**src/rtl/bais_pkg.sv**
```systemverilog
// ----------------------------------------------------------------------------
// bais_pkg
// Shared types and constants for the bounded array insert/erase/sort unit.
// ----------------------------------------------------------------------------
`default_nettype none

package bais_pkg;

    // fixed field widths of the request, response and register words
    localparam int unsigned REQ_TYPE_W = 2;
    localparam int unsigned POS_W      = 7;
    localparam int unsigned RUN_W      = 7;
    localparam int unsigned WORD_W     = 32;
    localparam int unsigned STATUS_W   = 2;
    localparam int unsigned TOTAL_W    = 7;
    localparam int unsigned CFG_IDX_W  = 1;
    localparam int unsigned CFG_DATA_W = 7;

    typedef enum logic [REQ_TYPE_W-1:0] {
        REQ_INSERT = 2'd0,
        REQ_ERASE  = 2'd1,
        REQ_SORT   = 2'd2,
        REQ_READ   = 2'd3
    } req_type_t;

    typedef enum logic [STATUS_W-1:0] {
        STATUS_OK      = 2'd0,
        STATUS_BAD_POS = 2'd1,
        STATUS_FULL    = 2'd2,
        STATUS_RUN     = 2'd3
    } status_t;

    typedef enum logic [CFG_IDX_W-1:0] {
        CFG_CAPACITY = 1'd0,
        CFG_SORT_DESC = 1'd1
    } cfg_index_t;

    localparam logic [CFG_DATA_W-1:0] CAPACITY_RESET = 7'd64;

    typedef enum logic [1:0] {
        ST_IDLE,
        ST_RUN,
        ST_DONE
    } ctrl_state_t;

    typedef enum logic [2:0] {
        CELL_HOLD,
        CELL_INSERT,
        CELL_SHIFT_DOWN,
        CELL_SORT,
        CELL_ROTATE
    } cell_op_t;

    // broadcast control word seen by every cell of the chain
    typedef struct packed {
        cell_op_t op;
        logic     phase;
        logic     descending;
    } cell_ctrl_t;

endpackage

`default_nettype wire

```
**src/rtl/bais_cell.sv**
```systemverilog
// ----------------------------------------------------------------------------
// bais_cell
// One storage cell of the element chain: holds a word and trades it with
// its neighbors for insert shifts, erase shifts, rotation and sort swaps.
// ----------------------------------------------------------------------------
`default_nettype none

module bais_cell
    import bais_pkg::*;
#(
    parameter int unsigned INDEX       = 0,
    parameter int unsigned VALUE_WIDTH = 32,
    parameter int unsigned CW          = 7
)
(
    input  wire logic                   clk,
    input  wire cell_ctrl_t             ctrl,
    input  wire logic [CW-1:0]          pos,
    input  wire logic [CW-1:0]          count,
    input  wire logic [VALUE_WIDTH-1:0] ins_word,
    input  wire logic [VALUE_WIDTH-1:0] left_word,
    input  wire logic [VALUE_WIDTH-1:0] right_word,
    input  wire logic                   swap_left,
    output logic      [VALUE_WIDTH-1:0] word,
    output logic                        swap_right
);

    localparam logic [CW-1:0] MY_IDX   = CW'(INDEX);
    localparam logic [CW-1:0] NEXT_IDX = CW'(INDEX + 1);
    localparam logic          PARITY   = 1'(INDEX % 2);

    logic [VALUE_WIDTH-1:0] word_reg;
    logic [VALUE_WIDTH-1:0] word_next;
    logic                   out_of_order;

    assign word = word_reg;

    always_comb
    begin
        out_of_order = ctrl.descending ? (word_reg < right_word) : (word_reg > right_word);
        // swap when this cell is the lower half of an active pair in the current phase and the pair is out of order
        swap_right   = (ctrl.op == CELL_SORT) && (ctrl.phase == PARITY) &&
                       (NEXT_IDX < count) && out_of_order;
    end

    always_comb
    begin
        word_next = word_reg;
        case (ctrl.op)
            CELL_INSERT:
            begin
                if (MY_IDX > pos)
                    word_next = left_word;
                else if (MY_IDX == pos)
                    word_next = ins_word;
            end
            CELL_SHIFT_DOWN:
            begin
                if (MY_IDX >= pos)
                    word_next = right_word;
            end
            CELL_ROTATE:
            begin
                word_next = right_word;
            end
            CELL_SORT:
            begin
                if (swap_right)
                    word_next = right_word;
                else if (swap_left)
                    word_next = left_word;
            end
            default:
            begin
                word_next = word_reg;
            end
        endcase
    end

    always_ff @(posedge clk)
    begin
        word_reg <= word_next;
    end

endmodule

`default_nettype wire
```
**config.mk**
```make
export PLATFORM = sky130hd
export DESIGN_NAME = bais_cell
export DESIGN_NICKNAME = d
export VERILOG_FILES = /design/src/rtl/bais_pkg.sv /design/src/rtl/bais_cell.sv
export SDC_FILE = /design/constraint.sdc
export NUM_CORES = 1
export LEC_CHECK = 0
export BUFFER_PORTS_ARGS = -buffer_cell sky130_fd_sc_hd__buf_2
export CAP_MARGIN = 20
export CORE_MARGIN = 1.5
export CORE_UTILIZATION = 30
export DETAILED_ROUTE_END_ITERATION = 10
export GPL_TIMING_DRIVEN = 0
export SETUP_SLACK_MARGIN = 0.5
export SLEW_MARGIN = 20
export SYNTH_ARGS = -nofsm -noshare
export SYNTH_HDL_FRONTEND = slang
export SYNTH_SLANG_ARGS = --single-unit
export TNS_END_PERCENT = 100
```
**constraint.sdc**
```tcl
create_clock -name clk -period 7.67 [get_ports clk]
set_clock_uncertainty 0.2 [all_clocks]
set_input_delay 1.1505 -clock clk [delete_from_list [all_inputs] [get_ports clk]]
set_output_delay 1.1505 -clock clk [all_outputs]
set_load 0.005 [all_outputs]
```
Word level (Yosys, flattened, before mapping)
Index checks and enable logic that the tools add are counted.
- flip-flop bits (word level): 32
- output and inout bits: 33
- logic and storage cells: 27
- magnitude comparators: 5
- eq/ne operators: 7
- multiplexer cells: 7
- bitwise gates (word level): 1
- reduce and logical (&&, ||, !) cells: 6
- operators with widths (operator ; count):
    $mux 32 ; 5
    $pmux 32 s4 ; 1
    $gt 32x32->1 ; 1
    $lt 32x32->1 ; 1
    $ge 1x7->1 const A ; 1
    $gt 1x7->1 const A ; 1
    $logic_not 7->1 ; 1
    $lt 1x7->1 const A ; 1
    $eq 3x2->1 const B ; 2
    $ne 3x3->1 const B ; 2
    $reduce_and 4->1 ; 1
    $reduce_bool 4->1 ; 1
    $eq 3x1->1 const B ; 1
    $eq 3x3->1 const B ; 1
    $logic_and 1x1->1 ; 3
    $ne 2x2->1 const B ; 1
    $mux 1 ; 1
    $not 1->1 ; 1

Longest topological paths before layout
Gate-level depths: netlist (run 1).
- depth in word-level cells: 6
- depth in mapped cells: 11
- mapped depth without buffers: 9

Least setup slack after synthesis (run 1)
No wires, ideal clock.
- path kind: input -> register
- from: input right_word[14]
- to: register word_reg[0] (netlist: word[0]), enable pin
- setup time: 0.466 ns
- arrival: 5.056 ns
- setup slack: 1.949 ns
- stages: 9
- path through: inv_1 -> ha_1 -> a21oi_2 -> nand2_1 -> a221o_1 -> o31a_1 -> nor4b_2 -> nor3_1 -> o21ai_0
- word-level cells in the longest chain between the ends: 5
- elaborated cells on any way between the ends: 6
- ends and longest elaborated chain (item ; line ; RTL):
    start, declared ; bais_cell.sv:22 ; input wire logic [VALUE_WIDTH-1:0] right_word,
    $gt 32x32->1 or $lt 32x32->1 (tied branches) ; bais_cell.sv:40 ; out_of_order = ctrl.descending ? (word_reg < right_word) : (word_reg > right_word);
    $mux 1 * ; bais_cell.sv:40 ;
    $logic_and 1x1->1 * ; bais_cell.sv:43 ; (NEXT_IDX < count) && out_of_order;
    $ne 3x3->1 (no source line) * ; n/a ;
    $reduce_and 4->1 (no source line) * ; n/a ;
    end signal, assigned ; bais_cell.sv:82 ; word_reg <= word_next;
    end, declared ; bais_cell.sv:32 ; logic [VALUE_WIDTH-1:0] word_reg;
Mark *: on every way between the ends. The rest lies on a longest branch, timed or not.
A chain may end at the register's enable or synchronous reset.

Final worst setup path (run 1)
- from: input right_word[15]
- to: output swap_right
- word-level cells in the longest chain between the ends: 3
- elaborated cells on any way between the ends: 4
- ends and longest elaborated chain (item ; line ; RTL):
    $gt 32x32->1 or $lt 32x32->1 (tied branches) ; bais_cell.sv:40 ;
    $mux 1 * ; bais_cell.sv:40 ;
    $logic_and 1x1->1 * ; bais_cell.sv:43 ;
    end, declared ; bais_cell.sv:25 ; output logic swap_right
Marks and branches as above.

==> results.yml, run 1 <==
critical_path:
  crit_path_start_kind: "input port"
  crit_start: "right_word[15]"
  r2r_cells: 9
  cp_data_arrival_time_ps: 3210
  cp-endpoint: "swap_right"
  cp.depth: 10
  r2r_slack_ps: 4320
  cp_max_fo: 4
  endpoint_kind: "output port"
  r2r_end: "word[31]"
  timing.critical_path.max_delay_family: "simple AND/OR/NAND/NOR gates"
  cp.required_ps: 6320
  slowest_delay_ps: 410
  crit_path_cell_trace: "buf_2 -> inv_1 -> ha_1 -> nand4_1 -> nor2_1 -> a221o_1 -> o31a_1 -> nor4b_2 -> or2_2 -> buf_2"
  worstReg2RegStart: "word[14]"
  slowest_stage: "nor4b_2"
  crit_top_cell: "buf_2"
  worst-setup-path-type: "in2out"
  path_buf_inv: 3
sta:
  timing.final.crit_share: 0.594
  setup_violations: 0
  setup_tns_ps: 0
  slew_headroom: 0.661
  fmax_ghz: 0.219
  post-route-min-period_ps: 4560
  slew_violations: 0
  tightestPinTransition_ps: 508
  rsz0062_at_grt: "no"
  hold_viol: 0
floorplanning:
  die_h_um: 98.3
  die_area_um2: 9660
  io_pins: 150
  initial_core_util: 0.311
  rows: 34
  coreArea_um2: 8760
  die_w_um: 98.3
cells_and_area:
  area_growth_pct: 36.4
  largest_register_ffs: 32
  final_nets: 580
  n_antenna_cell: 0
  mostFrequentLayoutCells: "buf_2, inv_1, nand2_1"
  layout-drive-gt1-share: 0.457
  layout_commonest_cell: "buf_2"
  design_area_um2: 3710
pwr:
  switching_share: 0.294
  combPwrFrac: 0.300
  leakage_nw: 1.90
  clkPwrFrac: 0.258
  ir_drop_uv: 58.9
  total_power_w: 0.000477
  seq_power_share: 0.443
  power_switching_w: 0.000140
  powerDensity_nw_per_um2: 128
  p_int_w: 0.000337
synthesis:
  ys_seq_area_frac: 0.353
  ys_ff_latch: 32
  synth_warnings: 0
  synthTopCellsByArea: "edfxtp_1, o221ai_2, ha_1, inv_1, nand2_1"
  synth_area_leader_cell: "edfxtp_1"
  synth_cell_types: 34
  yosysTopAreaCellShare: 0.353
  synth_nets: 424
  syn_inst: 275
  syn_area_per_cell_um2: 9.90
  synth_area_um2: 2720
worst_hold_path:
  hp-class: "in2reg"
  holdCritStartpoint: "ins_word[26]"
clocking:
  cts_buffers: 5
  cts_tree: "built"
  post_cts_resized: 0
  cts_setup_buffers: 0
  clock_latency_ps: 280
  clockBufferDepth: 2
  htree_levels: 2
  clk_pin_slew_ps: 70
  cts_root_buf: "clkbuf_8"
  cts_num_sinks: 32
  cts-hold-fix-buffers: 0
routing:
  viasPerCell: 4.71
  drtAntennaViolNets: 0
  drt_iter0_drc: 71
  num_vias: 2539
  wirelength_mm: 7.86
  avgRoutedWirePerCell_um: 14.6
  drc: 0
  firstDrtPassIters: 4
grt:
  grt_pass1_vias: 2573
  grt_max_degree: 22
  track_usage: 0.165
  antenna_found_initial: 0
  grt-ovfl-total: 0
  grt_pass1_wl_mm: 12.4
placed_design:
  placedInstanceArea_um2: 3640
  portBuffers: 148
  dp_hpwl_mm: 6.54
  gp_congestion: 0.786
outcome:
  outcome: "finished clean"
job:
  cap_violations: 0
metal layers:
| metal | track usage | routed length, um | vias to the layer above |
|---|---|---|---|
| li1 | - | - | 1306 |
| met1 | 0.207 | 3380 | 1124 |
| met2 | 0.283 | 3810 | 101 |
| met3 | 0.0394 | 585 | 8 |
| met4 | 0.0444 | 81 | 0 |
| met5 | 0 | 0 | - |
Yosys cell counts, drive strengths merged:
| cell | number |
|---|---|
| o21ai | 4 |
| nor4b | 2 |
| nor2b | 2 |
| o31a | 1 |
| nand2b | 2 |
| o221ai | 32 |
| nand2 | 40 |
| buf | 7 |
| o211ai | 2 |
| nand4 | 8 |
| inv | 66 |
| or3 | 1 |
| a221oi | 1 |
| nor3 | 6 |
| a21oi | 13 |
| nor4 | 5 |
| edfxtp | 32 |
| nand3 | 3 |
| or2 | 1 |
| nor2 | 4 |
| ha | 32 |
| a221o | 1 |
| a2111oi | 1 |
| clkbuf | 3 |
| a211o | 2 |
| a21o | 3 |
| o21ba | 1 |
final cells by class:
cell class              instances  area (um2)
flip-flops and latches         32         961
inverters                      66         248
plain buffers                  10        97.6
clock inverters                 1        5.00
clock buffers                   6        72.6
well taps                     108         135
multi-input cells             167        1430
fillers                       904        5050
repair buffers                149         768
how the worst min path moves through the flow:
stage	endpoint	slack, ps	depth (start not counted)
floorplan	word[14]	950	6
global placement	word[14]	1080	6
detailed placement	word[14]	1130	6
CTS	word[17]	940	3
global route	word[19]	940	3
finish	word[26]	950	3
power by group through the flow:
| stage | Clock [W] | Sequential, W | Combinational (W) |
|---|---|---|---|
| global placement | 0 | 0.000216 | 0.000138 |
| floorplan | 0 | 0.000216 | 0.0000802 |
| detailed placement | 0 | 0.000215 | 0.000144 |
| finish | 0.000123 | 0.000211 | 0.000143 |
| global route | 0.000138 | 0.000212 | 0.000161 |
| CTS | 0.000129 | 0.000211 | 0.000145 |
logic make-up after synthesis:
logic type / share of synthesized area
AO/OA/AOI/OAI: 0.242
adder cells (fa/ha/maj): 0.147
buffers and inverters: 0.127
flip-flops: 0.353
AND/OR/NAND/NOR: 0.131
tightest hold or removal path: stages:
cell and delay, ps:
buf_2 70, nand2_1 50, o221ai_2 50
metrics by stage:
| step | setup slack [ps] | util | hold slack, ps | instances |
|---|---|---|---|---|
| 2_1_floorplan | 1950 | - | 954 | 275 |
| 3_3_place_gp | 402 | 0.411 | 1080 | 531 |
| 3_5_place_dp | 3130 | 0.415 | 1130 | 532 |
| 4_1_cts | 3120 | 0.424 | 939 | 539 |
| 5_1_grt | 3020 | 0.424 | 944 | 539 |
| 6_report | 3110 | 0.424 | 948 | 539 |
Power figures use the tool's default switching activity.
==> run 2, diff against run 1 <==
==> constraint.sdc (replaced) <==
create_clock -name clk -period 4 [get_ports clk]
set_clock_uncertainty 0.2 [all_clocks]
set_input_delay 0.6 -clock clk [delete_from_list [all_inputs] [get_ports clk]]
set_output_delay 0.6 -clock clk [all_outputs]
set_load 0.005 [all_outputs]
==> results.yml, run 2 (synthesis results as in run 1) <==
cells_and_area:
  largest_register_ffs: 32
  final_nets: 582
  layout-drive-gt1-share: 0.467
  mostFrequentLayoutCells: "buf_2, inv_1, nand2_1"
  area_growth_pct: 38.9
  instances_no_fill: 541
  layout_commonest_cell: "buf_2"
  n_antenna_cell: 0
job:
  cap_violations: 0
sta:
  slew_violations: 0
  setup_violations: 0
  fmax_ghz: 0.293
  rsz0062_at_grt: "no"
  hold_viol: 0
  slew_headroom: 0.450
  tightestPinTransition_ps: 819
  timing.final.crit_share: 0.854
  post-route-min-period_ps: 3420
  fin_hold_ws_ps: 394
  setup_tns_ps: 0
placed_design:
  dpl.cell_count: 531
  portBuffers: 148
  gp_congestion: 0.767
  dp_hpwl_mm: 6.48
routing:
  drt_iter0_drc: 53
  drc: 0
  num_vias: 2538
  avgRoutedWirePerCell_um: 14.8
  wirelength_mm: 8.00
  drtAntennaViolNets: 0
  firstDrtPassIters: 4
  viasPerCell: 4.69
clocking:
  cts_num_sinks: 32
  clock_latency_ps: 280
  clockBufferDepth: 2
  cts-hold-fix-buffers: 0
  htree_levels: 2
  cts_tree: "built"
  clk_pin_slew_ps: 70
  cts_buffers: 5
  cts_root_buf: "clkbuf_8"
worst_hold_path:
  holdCritStartpoint: "ins_word[16]"
  hp-class: "in2reg"
pwr:
  switching_share: 0.299
  seq_power_share: 0.438
  ir_drop_uv: 111
  p_int_w: 0.000649
  powerDensity_nw_per_um2: 245
  power_switching_w: 0.000277
  leakage_nw: 1.91
  combPwrFrac: 0.304
  clkPwrFrac: 0.258
  total_power_w: 0.000926
critical_path:
  cp.required_ps: 3200
  worstReg2RegStart: "word[7]"
  endpoint_kind: "output port"
  cp_data_arrival_time_ps: 2620
  cp_max_fo: 4
  crit_path_start_kind: "input port"
  worst-setup-path-type: "in2out"
  crit_start: "right_word[7]"
grt:
  track_usage: 0.164
  antenna_found_initial: 0
  grt_pass1_wl_mm: 12.5
  grt_max_degree: 17
  grt_pass1_vias: 2631
  grt-ovfl-total: 0
floorplanning:
  initial_core_util: 0.311
  rows: 34
  io_pins: 150
  die_w_um: 98.3
  die_area_um2: 9660
  coreArea_um2: 8760
  die_h_um: 98.3
outcome:
  outcome: "finished clean"
-- run 2: changes by cell type in the layout (fill, tap and decap cells not counted) --
cell,before,now
ha_4,0,2
nor4b_2,1,0
buf_12,3,5
a21oi_1,12,11
ha_1,32,30
o21ai_4,1,2
nor4b_4,0,1
buf_16,1,0
a21oi_2,1,2
-- run 2: area by class of cell --
| type | count | area (um2) |
|---|---|---|
| Clock buffer | 6 | 72.6 |
| Timing Repair Buffer | 150 | 781 |
| Fill cell | 915 | 4980 |
| Sequential cell | 32 | 961 |
| Tap cell | 108 | 135 |
| Inverter | 66 | 248 |
| Multi-Input combinational cell | 168 | 1480 |
| Clock inverter | 1 | 5.00 |
| Buffer | 10 | 97.6 |
-- run 2: power by group through the flow --
stage	Clock [W]	Combinational [W]	Sequential (W)
2_1_floorplan	0	0.000155	0.000413
3_5_place_dp	0	0.000272	0.000413
5_1_grt	0.000262	0.000316	0.000407
3_3_place_gp	0	0.000268	0.000413
6_report	0.000239	0.000281	0.000406
4_1_cts	0.000251	0.000276	0.000406
-- run 2: stage by stage --
stage / utilization / cell area (um2) / worst slack (ps)
2_1_floorplan: - / 2730 / 563
6_report: 0.431 / 3780 / 583
3_3_place_gp: 0.412 / 3610 / -5.49
3_5_place_dp: 0.412 / 3610 / -40.1
4_1_cts: 0.423 / 3700 / 491
5_1_grt: 0.431 / 3780 / 518
-- run 2: repair_timing --
action / CTS / global route
endpoints found under the setup margin: 33 / 33
pin swaps: 1 / 3
gates cloned: 1 / 0
buffers inserted: 0 / 2
gates resized for setup: 1 / 4
hold endpoints to repair: 0 / 0
-- run 2: path summary, 6_finish.rpt --
kind	end	slack [ps]	cells past startpoint
max	swap_right	580	10
min	word[16]	390	3
max reg2reg	word[20]	740	9
min reg2reg	word[9]	1140	6
-- run 2: routing by layer --
| layer | track usage | up-vias | wire length (um) |
|---|---|---|---|
| met4 | 0.0282 | 0 | 29 |
| met2 | 0.292 | 86 | 3950 |
| met1 | 0.205 | 1133 | 3500 |
| li1 | - | 1317 | - |
| met3 | 0.0372 | 2 | 521 |
| met5 | 0 | - | 0 |
-- run 2: worst max-delay path: stages --
cell,delay [ps]
buf_2,80
inv_1,50
ha_1,320
a21oi_1,150
o21ai_1,90
a221o_1,320
o31a_1,340
o21ba_1,220
or2_2,300
buf_2,130
==> run 3, diff against run 2 <==
--- a/config.mk
+++ b/config.mk
@@ -8,9 +8,12 @@
 export BUFFER_PORTS_ARGS = -buffer_cell sky130_fd_sc_hd__buf_2
 export CAP_MARGIN = 20
 export CORE_MARGIN = 1.5
-export CORE_UTILIZATION = 30
+export CORE_UTILIZATION = 35
+export CTS_BUF_LIST = sky130_fd_sc_hd__clkbuf_4 sky130_fd_sc_hd__clkbuf_8
+export CTS_CLUSTER_DIAMETER = 50
 export DETAILED_ROUTE_END_ITERATION = 10
 export GPL_TIMING_DRIVEN = 0
+export PLACE_DENSITY = 0.68
 export SETUP_SLACK_MARGIN = 0.5
 export SLEW_MARGIN = 20
 export SYNTH_ARGS = -nofsm -noshare
==> results.yml, run 3 (synthesis results as in run 1) <==
job:
  cap_violations: 0
cells_and_area:
  area_growth_pct: 36.7
  fillers: 714
  multiInputGateArea_um2: 1470
  fin_util: 0.502
  mostFrequentLayoutCells: "buf_2, inv_1, nand2_1"
  n_antenna_cell: 0
  layout_commonest_cell: "buf_2"
  layout-drive-gt1-share: 0.466
  final_nets: 580
  seqCellArea_um2: 961
  largest_register_ffs: 32
clocking:
  cts_setup_buffers: 0
  cts_tree: "built"
  cts_num_sinks: 32
  cts_buffers: 5
  cts-hold-fix-buffers: 0
  clock_latency_ps: 280
  clk_pin_slew_ps: 70
  htree_levels: 2
  clockBufferDepth: 2
  cts_root_buf: "clkbuf_8"
floorplanning:
  initial_core_util: 0.368
  die_h_um: 91.2
  rows: 31
  die_area_um2: 8320
  die_w_um: 91.2
  coreArea_um2: 7410
  io_pins: 150
critical_path:
  crit_path_start_kind: "input port"
  cp.required_ps: 3200
  cp_max_fo: 4
  slowest_delay_ps: 340
  r2r_slack_ps: 690
  crit_top_cell: "buf_2"
  cp_data_arrival_time_ps: 2630
  timing.critical_path.max_delay_family: "compound AO/OA/AOI/OAI gates"
  endpoint_kind: "output port"
  path_buf_inv: 3
  slowest_stage: "o31a_1"
  crit_path_cell_trace: "buf_2 -> inv_1 -> ha_1 -> a21oi_1 -> o21ai_1 -> a221o_1 -> o31a_1 -> o21ba_2 -> or2_2 -> buf_2"
  worst-setup-path-type: "in2out"
grt:
  grt_max_degree: 17
  grt-ovfl-total: 0
  track_usage: 0.192
  antenna_found_initial: 0
  grt_pass1_wl_mm: 12.4
  grt_pass1_vias: 2623
sta:
  fmax_ghz: 0.291
  timing.final.ws_setup_ps: 567
  timing.final.crit_share: 0.858
  rsz0062_at_grt: "no"
  slew_violations: 0
  setup_violations: 0
  post-route-min-period_ps: 3430
  tightestPinTransition_ps: 731
  fin_hold_ws_ps: 389
  hold_viol: 0
  slew_headroom: 0.509
pwr:
  ir_drop_uv: 116
  switching_share: 0.297
  leakage_nw: 1.88
  p_int_w: 0.000651
  seq_power_share: 0.438
  combPwrFrac: 0.297
  clkPwrFrac: 0.266
  power_switching_w: 0.000275
  powerDensity_nw_per_um2: 249
routing:
  firstDrtPassIters: 4
  num_vias: 2598
  drtAntennaViolNets: 0
  drc: 0
  avgRoutedWirePerCell_um: 14.7
  wirelength_mm: 7.82
  drt_iter0_drc: 66
  viasPerCell: 4.90
placed_design:
  dp_hpwl_mm: 6.30
  portBuffers: 148
  dpl_worst_slack_ps: -36.6
  gp_congestion: 0.790
outcome:
  outcome: "finished clean"
worst_hold_path:
  hp-class: "in2reg"
[run 3: layout make-up]
cell class,instances,area share
clock buffers,6,0.0205
flip-flops and latches,32,0.258
multi-input cells,168,0.395
repair buffers,148,0.199
well taps,99,0.0333
inverters,66,0.0666
plain buffers,10,0.0262
clock inverters,1,0.00134
[run 3: worst reg2reg max path: stages, from the launching register on]
cell	delay (ps)
edfxtp_1	390
ha_1	330
a21oi_2	150
nand2_1	80
a221o_1	340
o31a_1	340
o21ba_2	250
nor3_1	610
o21ai_4	300
[run 3: timing repair]
item,4_1_cts,5_1_grt
endpoints found under the setup margin,33,8
resized for setup,2,3
pin swaps,0,1
gates cloned,1,0
[run 3: power by group through the flow]
stage                     combinational, W  sequential [W]  clock (W)
after detailed placement          0.000271        0.000413          0
final                             0.000275        0.000406   0.000246
after floorplan                   0.000155        0.000413          0
after CTS                         0.000277        0.000405   0.000255
after global placement            0.000265        0.000412          0
after global routing              0.000308        0.000407   0.000271
[run 3: worst paths after layout]
path	cells after the start	to	from
max	10	swap_right	right_word[7]
min	3	word[24]	ins_word[24]
max reg2reg	8	word[14]	word[14]
min reg2reg	6	word[14]	word[31]
[run 3: stage by stage]
stage	setup TNS [ps]	area (um2)	std cells	power, W
floorplan	0	2730	275	0.000568
global placement	0	3600	522	0.000677
detailed placement	-1120	3600	522	0.000684
CTS	0	3700	530	0.000937
global route	0	3720	530	0.000986
finish	0	3720	530	0.000927
[run 3: layer usage]
metal / share of wire / GRT usage / vias up
met2: 0.49 / 0.345 / 99
met1: 0.43 / 0.225 / 1178
met5: 0 / 0 / -
met3: 0.061 / 0.0461 / 13
met4: 0.017 / 0.0521 / 0
li1: - / - / 1308
